<file path="config.mk">
export PLATFORM = sky130hd
export DESIGN_NAME = sorted_priority_queue
export DESIGN_NICKNAME = d
export VERILOG_FILES = /design/src/rtl/spq_pkg.sv /design/src/rtl/spq_cell.sv /design/src/rtl/sorted_priority_queue.sv
export SDC_FILE = /design/constraint.sdc
export NUM_CORES = 2
export LEC_CHECK = 0
export BUFFER_PORTS_ARGS = -buffer_cell sky130_fd_sc_hd__buf_2
export CAP_MARGIN = 10
export CELL_PAD_IN_SITES_DETAIL_PLACEMENT = 1
export CELL_PAD_IN_SITES_GLOBAL_PLACEMENT = 1
export CORE_MARGIN = 1.5
export CORE_UTILIZATION = 40
export DETAILED_ROUTE_END_ITERATION = 8
export PLACE_DENSITY_LB_ADDON = 0.1
export SLEW_MARGIN = 20
export SYNTH_ARGS = -nofsm -noshare
export SYNTH_HDL_FRONTEND = slang
export SYNTH_SLANG_ARGS = --single-unit
</file>
<file path="constraint.sdc">
create_clock -name aclk -period 16.9 [get_ports aclk]
set_input_delay 5.07 -clock aclk [delete_from_list [all_inputs] [get_ports aclk]]
set_output_delay 5.07 -clock aclk [all_outputs]
set_load 0.02 [all_outputs]
</file>
<file path="src/rtl/spq_pkg.sv">
// Shared types and codes for the sorted priority queue.
package spq_pkg;

    localparam int ValueWidth = 32;
    localparam int CountFieldWidth = 5;

    localparam logic OP_INSERT = 1'b0;
    localparam logic OP_REMOVE = 1'b1;

    typedef enum logic [1:0] {
        STATUS_OK          = 2'd0,
        STATUS_EMPTY_ERROR = 2'd1,
        STATUS_FULL_ERROR  = 2'd2
    } status_t;

    // Broadcast to every cell in the chain.
    typedef struct packed {
        logic                          insert_en;
        logic                          remove_en;
        logic                          min_mode;
        logic signed [ValueWidth-1:0]  value;
    } cell_ctrl_t;

endpackage

</file>
<file path="src/rtl/spq_cell.sv">
// One storage cell of the queue chain: holds one entry and its valid bit.
module spq_cell (
    input  logic                                  aclk,
    input  logic                                  aresetn,
    input  spq_pkg::cell_ctrl_t                   ctrl,
    input  logic signed [spq_pkg::ValueWidth-1:0] left_entry,
    input  logic                                  left_valid,
    input  logic                                  left_found,
    input  logic signed [spq_pkg::ValueWidth-1:0] right_entry,
    input  logic                                  right_valid,
    output logic signed [spq_pkg::ValueWidth-1:0] entry,
    output logic                                  valid,
    output logic                                  found,
    output logic signed [spq_pkg::ValueWidth-1:0] entry_next,
    output logic                                  valid_next
);

    logic signed [spq_pkg::ValueWidth-1:0] entry_reg;
    logic                                  valid_reg;
    logic                                  hit;

    // An empty cell always hits, so the new value lands there if no cell before it hit; the tail acts as a catch-all.
    assign hit = !valid_reg ||
                 (ctrl.min_mode ? (ctrl.value < entry_reg) : (ctrl.value > entry_reg));
    assign found = left_found | hit;

    always_comb begin
        entry_next = entry_reg;
        valid_next = valid_reg;
        if (ctrl.insert_en) begin
            if (left_found) begin
                entry_next = left_entry;
                valid_next = left_valid;
            end else if (hit) begin
                entry_next = ctrl.value;
                valid_next = 1'b1;
            end
        end else if (ctrl.remove_en) begin
            entry_next = right_entry;
            valid_next = right_valid;
        end
    end

    always_ff @(posedge aclk) begin
        entry_reg <= entry_next;
        if (!aresetn) begin
            valid_reg <= 1'b0;
        end else begin
            valid_reg <= valid_next;
        end
    end

    assign entry = entry_reg;
    assign valid = valid_reg;

endmodule

</file>
<file path="src/rtl/sorted_priority_queue.sv">
// Sorted priority queue built as a chain of storage cells.
// Accepts one insert or remove request every clock cycle and returns one registered
// result for each; a result register stalled by the sink holds off requests until
// the sink takes it. All cells update together on an accepted request; the longest
// path is the ripple of the insert-position flag through the CAPACITY cells. Equal
// values leave in arrival order. min_mode (reset 1) puts the smallest value at the
// front; when it is changed with entries held, the entries stay where they are and a
// new value goes before the first entry it strictly precedes under the new mode.
module sorted_priority_queue #(
    parameter int CAPACITY = 16
) (
    input  logic        aclk,
    input  logic        aresetn,
    input  logic        cfg_wen,
    input  logic        cfg_wdata,      // min_mode
    input  logic        s_tvalid,
    output logic        s_tready,
    input  logic [31:0] s_tdata,        // [31:0] value
    input  logic [0:0]  s_tuser,        // [0] opcode
    output logic        m_tvalid,
    input  logic        m_tready,
    output logic [71:0] m_tdata         // [31:0] removed_value, [63:32] front_value,
                                        // [64] queue_empty, [69:65] entry_count,
                                        // [71:70] status
);

    localparam int CW = $clog2(CAPACITY + 1);
    localparam int VW = spq_pkg::ValueWidth;

    logic                 min_mode_reg;
    logic [CW-1:0]        count_reg;
    logic [CW-1:0]        count_next;
    spq_pkg::cell_ctrl_t  ctrl;
    spq_pkg::status_t     status;
    logic                 accept;
    logic                 is_remove;
    logic                 queue_full;

    logic signed [VW-1:0] cell_entry      [CAPACITY];
    logic                 cell_valid      [CAPACITY];
    logic                 cell_found      [CAPACITY];
    logic signed [VW-1:0] cell_entry_next [CAPACITY];
    logic                 cell_valid_next [CAPACITY];
    logic [CAPACITY-1:0]  valid_vec;

    logic                 out_valid_reg;
    logic signed [VW-1:0] removed_reg;
    logic signed [VW-1:0] front_reg;
    logic                 empty_reg;
    logic [spq_pkg::CountFieldWidth-1:0] count_out_reg;
    spq_pkg::status_t     status_reg;
    logic [CW+spq_pkg::CountFieldWidth-1:0] count_wide;

    assign s_tready   = !out_valid_reg || m_tready;
    assign accept     = s_tvalid && s_tready;
    assign is_remove  = (s_tuser[0] == spq_pkg::OP_REMOVE);
    assign queue_full = (count_reg == CW'(CAPACITY));

    always_comb begin
        status = spq_pkg::STATUS_OK;
        if (is_remove && count_reg == '0) begin
            status = spq_pkg::STATUS_EMPTY_ERROR;
        end else if (!is_remove && queue_full) begin
            status = spq_pkg::STATUS_FULL_ERROR;
        end
    end

    always_comb begin
        ctrl.insert_en = accept && !is_remove && (status == spq_pkg::STATUS_OK);
        ctrl.remove_en = accept && is_remove && (status == spq_pkg::STATUS_OK);
        ctrl.min_mode  = min_mode_reg;
        ctrl.value     = $signed(s_tdata);
        count_next     = count_reg;
        if (ctrl.insert_en) begin
            count_next = count_reg + CW'(1);
        end else if (ctrl.remove_en) begin
            count_next = count_reg - CW'(1);
        end
    end

    for (genvar i = 0; i < CAPACITY; i++) begin : g_cell
        logic signed [VW-1:0] l_entry;
        logic                 l_valid;
        logic                 l_found;
        logic signed [VW-1:0] r_entry;
        logic                 r_valid;

        if (i == 0) begin : g_head
            assign l_entry = ctrl.value;
            assign l_valid = 1'b1;
            assign l_found = 1'b0;
        end else begin : g_body
            assign l_entry = cell_entry[i-1];
            assign l_valid = cell_valid[i-1];
            assign l_found = cell_found[i-1];
        end

        if (i == CAPACITY - 1) begin : g_tail
            assign r_entry = cell_entry[i];
            assign r_valid = 1'b0;
        end else begin : g_inner
            assign r_entry = cell_entry[i+1];
            assign r_valid = cell_valid[i+1];
        end

        spq_cell u_cell (
            .aclk        (aclk),
            .aresetn     (aresetn),
            .ctrl        (ctrl),
            .left_entry  (l_entry),
            .left_valid  (l_valid),
            .left_found  (l_found),
            .right_entry (r_entry),
            .right_valid (r_valid),
            .entry       (cell_entry[i]),
            .valid       (cell_valid[i]),
            .found       (cell_found[i]),
            .entry_next  (cell_entry_next[i]),
            .valid_next  (cell_valid_next[i])
        );

        assign valid_vec[i] = cell_valid[i];
    end

    always_ff @(posedge aclk) begin
        if (!aresetn) begin
            min_mode_reg <= 1'b1;
            count_reg    <= '0;
        end else begin
            if (cfg_wen) begin
                min_mode_reg <= cfg_wdata;
            end
            count_reg <= count_next;
        end
    end

    assign count_wide = {{spq_pkg::CountFieldWidth{1'b0}}, count_next};

    // Result register: advance on accept, hold while the sink stalls.
    always_ff @(posedge aclk) begin
        if (!aresetn) begin
            out_valid_reg <= 1'b0;
        end else if (accept) begin
            out_valid_reg <= 1'b1;
        end else if (m_tready) begin
            out_valid_reg <= 1'b0;
        end
        if (accept) begin
            removed_reg   <= ctrl.remove_en ? cell_entry[0] : '0;
            front_reg     <= cell_valid_next[0] ? cell_entry_next[0] : '0;
            empty_reg     <= (count_next == '0);
            count_out_reg <= count_wide[spq_pkg::CountFieldWidth-1:0];
            status_reg    <= status;
        end
    end

    assign m_tvalid = out_valid_reg;
    assign m_tdata  = {status_reg, count_out_reg, empty_reg, front_reg, removed_reg};

    a_count_bound: assert property (@(posedge aclk) disable iff (!aresetn)
        count_reg <= CW'(CAPACITY))
        else $error("entry count above capacity");

    a_valid_matches_count: assert property (@(posedge aclk) disable iff (!aresetn)
        $countones(valid_vec) == int'(count_reg))
        else $error("cell valid bits disagree with entry count");

    a_error_keeps_count: assert property (@(posedge aclk) disable iff (!aresetn)
        accept && status != spq_pkg::STATUS_OK |=> $stable(count_reg))
        else $error("rejected request changed the queue");

    a_empty_flag: assert property (@(posedge aclk) disable iff (!aresetn)
        accept |=> empty_reg == (count_reg == '0))
        else $error("empty flag disagrees with entry count");

endmodule
</file>
==> impl_results.md <==
- Outcome: finished clean
- Count of pins on the block boundary: roughly 110
- Net count after synthesis: 5,044
- Pins over their slew limit: 0
- Mapped Cells: roughly 4,500
- GP Congestion: a little over 0.8
- Internal power: between 3 and 4 mW
- Sinks on Clock Net: 607
- Via density: 5.58
- Max FFs per register: approximately 500
- Final setup skew: 0.0249 ns
- Fraction of the yosys area taken by sequential cells: 0.417
- Mean post-synth cell area: about 9.4 µm²
- Clock group share of total power: 0.341
- EDFF count, synth: 552
- Worst min path class: flop to flop
- Total power density per cell area: just over 100 nW/µm²
- Hold buffers post-CTS: 0
- Antenna Nets Post-Route: 0
- Root Buffer Master: sky130_fd_sc_hd__clkbuf_16
- Leading cell types by total area after synthesis: sky130_fd_sc_hd__edfxtp_1, sky130_fd_sc_hd__ha_1, sky130_fd_sc_hd__mux2i_1
- Number of design rule violations left after detail routing: 0
- Total vias in the final route: around 33,000
- Number of nets in the final layout: 5,091
- Final hold slack: 0.533 ns
- Num CTS Buffers: 77
- Layout area overhead: 11.2%
- Final standard cell count with taps included and fillers excluded: 5,992
- Number of global-route vias before repair: about 35,000
- Net Switching: ~1.6 mW
- Count of cell types in the netlist: 78
- GRT overflow: 0
- Number of levels the H-tree was split into: 3
- Largest net degree at the start of global routing: 136
- Utilization of the core after routing: 0.448
- Critical Path RT: around 12 ns
- Achievable clock frequency: between 90 and 100 MHz
- Tmin final: roughly 11 ns
- Combinational group share of total power: 0.235
- RSZ-0062 raised after global routing: no
- Worst Max-Slew Pin Slew: ~1.1 ns
- Initial antenna violation count: 3
- Standard-cell row count: between 100 and 150
- Post-synth design cell area: 42,400 µm²
- Total wirelength of the detailed-routed design: 135 mm
- Area enclosed by the die boundary: 108,000 µm²
- Number of setup violations in the final report: 0
- Async set-or-reset flop fraction in the synthesized netlist: 0
- DP HPWL: 101 mm
- Maximum VDD drop: 0.0830 mV
- Critical path fanouts, max: 3
- Max-capacitance violation count: 0
- Seq pwr share: 0.424
- CTS tree: done
- Routed wire per std cell: 22.6 µm
- First-pass GRT wire length: between 200 and 250 mm
- Pre-Repair DR Iteration Count: 8
- Count of buffers added by post-CTS timing repair for setup: 0
- Number of violations reported at the end of detailed-routing iteration 0: approximately 2,100
- Die boundary height: ~330 µm
- Sort of element at the start of the critical path: input port
- Core region area: approximately 110,000 µm²
- Kind of end point of the critical path: output pin
- Fraction of power spent switching nets: 0.327
- Final period utilization: 0.626
- Count of synthesis-stage warnings from yosys: 0
- Placed Cells: around 6,000
- Die Wd: around 330 µm
- GRT Overall Usage: 0.249
- Clock latency reported for the late side of the worst-skew pair: approximately 0.67 ns
- Final total negative setup slack: 0 ns
- Final-report hold violation count: 0
- # port buffers: roughly 110
- Portion of synthesized cell area occupied by the leading cell type: 0.391
- Share of post-route cells with drive strength above 1: 0.0782
- Antenna diode instance count: 0
- Number of flip-flops and latches in the synthesized netlist: roughly 610
- Initial cell density of the core: 0.403
- Data arrival time at the worst-slack endpoint: roughly 5.5 ns
- Clock Path Buffers: 3
- Leakage: roughly 21 nW
- Number of cells upsized or downsized after cts: 0
- Cell type with the largest total area after synthesis: sky130_fd_sc_hd__edfxtp_1
- Flip-flop cell with the highest count after synthesis: sky130_fd_sc_hd__edfxtp_1
- Max-slew headroom: 0.235
- Type of the worst setup path: input port to output pin
- Clock-pin slew on the worst setup and hold paths: 0.06 ns
cell type report:
class                           instances  area (µm²)
Fill cell                           11900       58100
Multi-Input combinational cell       3092       21900
Sequential cell                       607       17700
Inverter                              561        2110
Clock buffer                          104        2080
Tap cell                             1391        1740
Timing Repair Buffer                  199        1300
Clock inverter                         38         354
routing by layer:
metal,global-route usage,vias up,share of wire
li1,-,16200,-
met4,0.0949,0,0.039
met5,0,-,0
met2,0.438,606,0.49
met3,0.0224,190,0.031
met1,0.317,16400,0.44
cell usage after synthesis, types with 17 or more instances:
master                     count
sky130_fd_sc_hd__inv_1       561
sky130_fd_sc_hd__buf_1        17
sky130_fd_sc_hd__nor3_1       36
sky130_fd_sc_hd__a21oi_1     322
sky130_fd_sc_hd__nand2_1     525
sky130_fd_sc_hd__a21o_1       45
sky130_fd_sc_hd__nand3_1      73
sky130_fd_sc_hd__clkbuf_1    169
sky130_fd_sc_hd__buf_2        28
sky130_fd_sc_hd__nand4_1      81
sky130_fd_sc_hd__o21ai_1      50
sky130_fd_sc_hd__a211oi_1     23
sky130_fd_sc_hd__mux2i_1     387
sky130_fd_sc_hd__a221oi_1     17
sky130_fd_sc_hd__nor2_1      275
sky130_fd_sc_hd__dfxtp_1      55
sky130_fd_sc_hd__a31oi_1      52
sky130_fd_sc_hd__o211ai_1     25
sky130_fd_sc_hd__ha_1        514
sky130_fd_sc_hd__edfxtp_1    552
sky130_fd_sc_hd__o21ai_0     375
sky130_fd_sc_hd__nor2b_1      19
sky130_fd_sc_hd__nand2b_1     20
sky130_fd_sc_hd__a222oi_1     32
sky130_fd_sc_hd__nor4_1       19
power by group through the flow:
stage                     Clock, mW  Combinational, mW  Sequential [mW]
after global routing           1.74               1.29             2.08
after detailed placement          0               1.14             2.08
after CTS                      1.69               1.15             2.06
after floorplan                   0              0.731             2.05
after global placement            0               1.10             2.08
final                          1.65               1.14             2.06
stage by stage:
stage | power, mW | setup slack (ns) | cell area, µm²
2_1_floorplan | 2.78 | 6.24 | 42400
3_3_place_gp | 3.19 | 5.63 | 44600
3_5_place_dp | 3.22 | 5.58 | 44600
4_1_cts | 4.89 | 6.27 | 47000
5_1_grt | 5.11 | 6.31 | 47200
6_report | 4.85 | 6.32 | 47200
path summary, 6_finish.rpt:
check / from / endpoint / slack, ns / depth (start not counted)
worst max register to register: g_cell[0].u_cell.entry[10]$_DFF_P_ / g_cell[15].u_cell.entry[6]$_DFFE_PP_ / 11.32 / 15
worst min-delay path: g_cell[8].u_cell.valid$_SDFFE_PN0P_ / g_cell[8].u_cell.valid$_SDFFE_PN0P_ / 0.53 / 1
worst min register to register: g_cell[8].u_cell.valid$_SDFFE_PN0P_ / g_cell[8].u_cell.valid$_SDFFE_PN0P_ / 0.53 / 1
worst max-delay path: m_tready / s_tready / 6.32 / 3
cells in the final DEF, fill, tap and decap left out, types with 73 or more instances in the layout:
cell type	synthesis	layout
sky130_fd_sc_hd__inv_1	561	560
sky130_fd_sc_hd__edfxtp_1	552	552
sky130_fd_sc_hd__nand2_1	525	523
sky130_fd_sc_hd__ha_1	514	514
sky130_fd_sc_hd__mux2i_1	387	387
sky130_fd_sc_hd__o21ai_0	375	371
sky130_fd_sc_hd__a21oi_1	322	316
sky130_fd_sc_hd__nor2_1	275	269
sky130_fd_sc_hd__buf_2	28	113
sky130_fd_sc_hd__nand4_1	81	81
sky130_fd_sc_hd__buf_4	12	81
sky130_fd_sc_hd__clkbuf_16	0	78
sky130_fd_sc_hd__nand3_1	73	73
kinds of logic (layout without fill, tap and decap cells):
logic type	Yosys count	in the layout	share of synthesized area
DFF	607	607	0.417
adders and majority gates	514	514	0.152
buffers and inverters	792	902	0.0729
AOI/OAI and AO/OA	1051	1051	0.145
xor gates and xnor gates	5	5	0.00103
and+or+nand+nor	1129	1129	0.120
muxes	393	393	0.0929
worst max-delay path: stages:
cell and delay [ns]:
sky130_fd_sc_hd__buf_2 0.09, sky130_fd_sc_hd__nand2b_1 0.17, sky130_fd_sc_hd__buf_2 0.18
(Power assumes the default switching activity.)
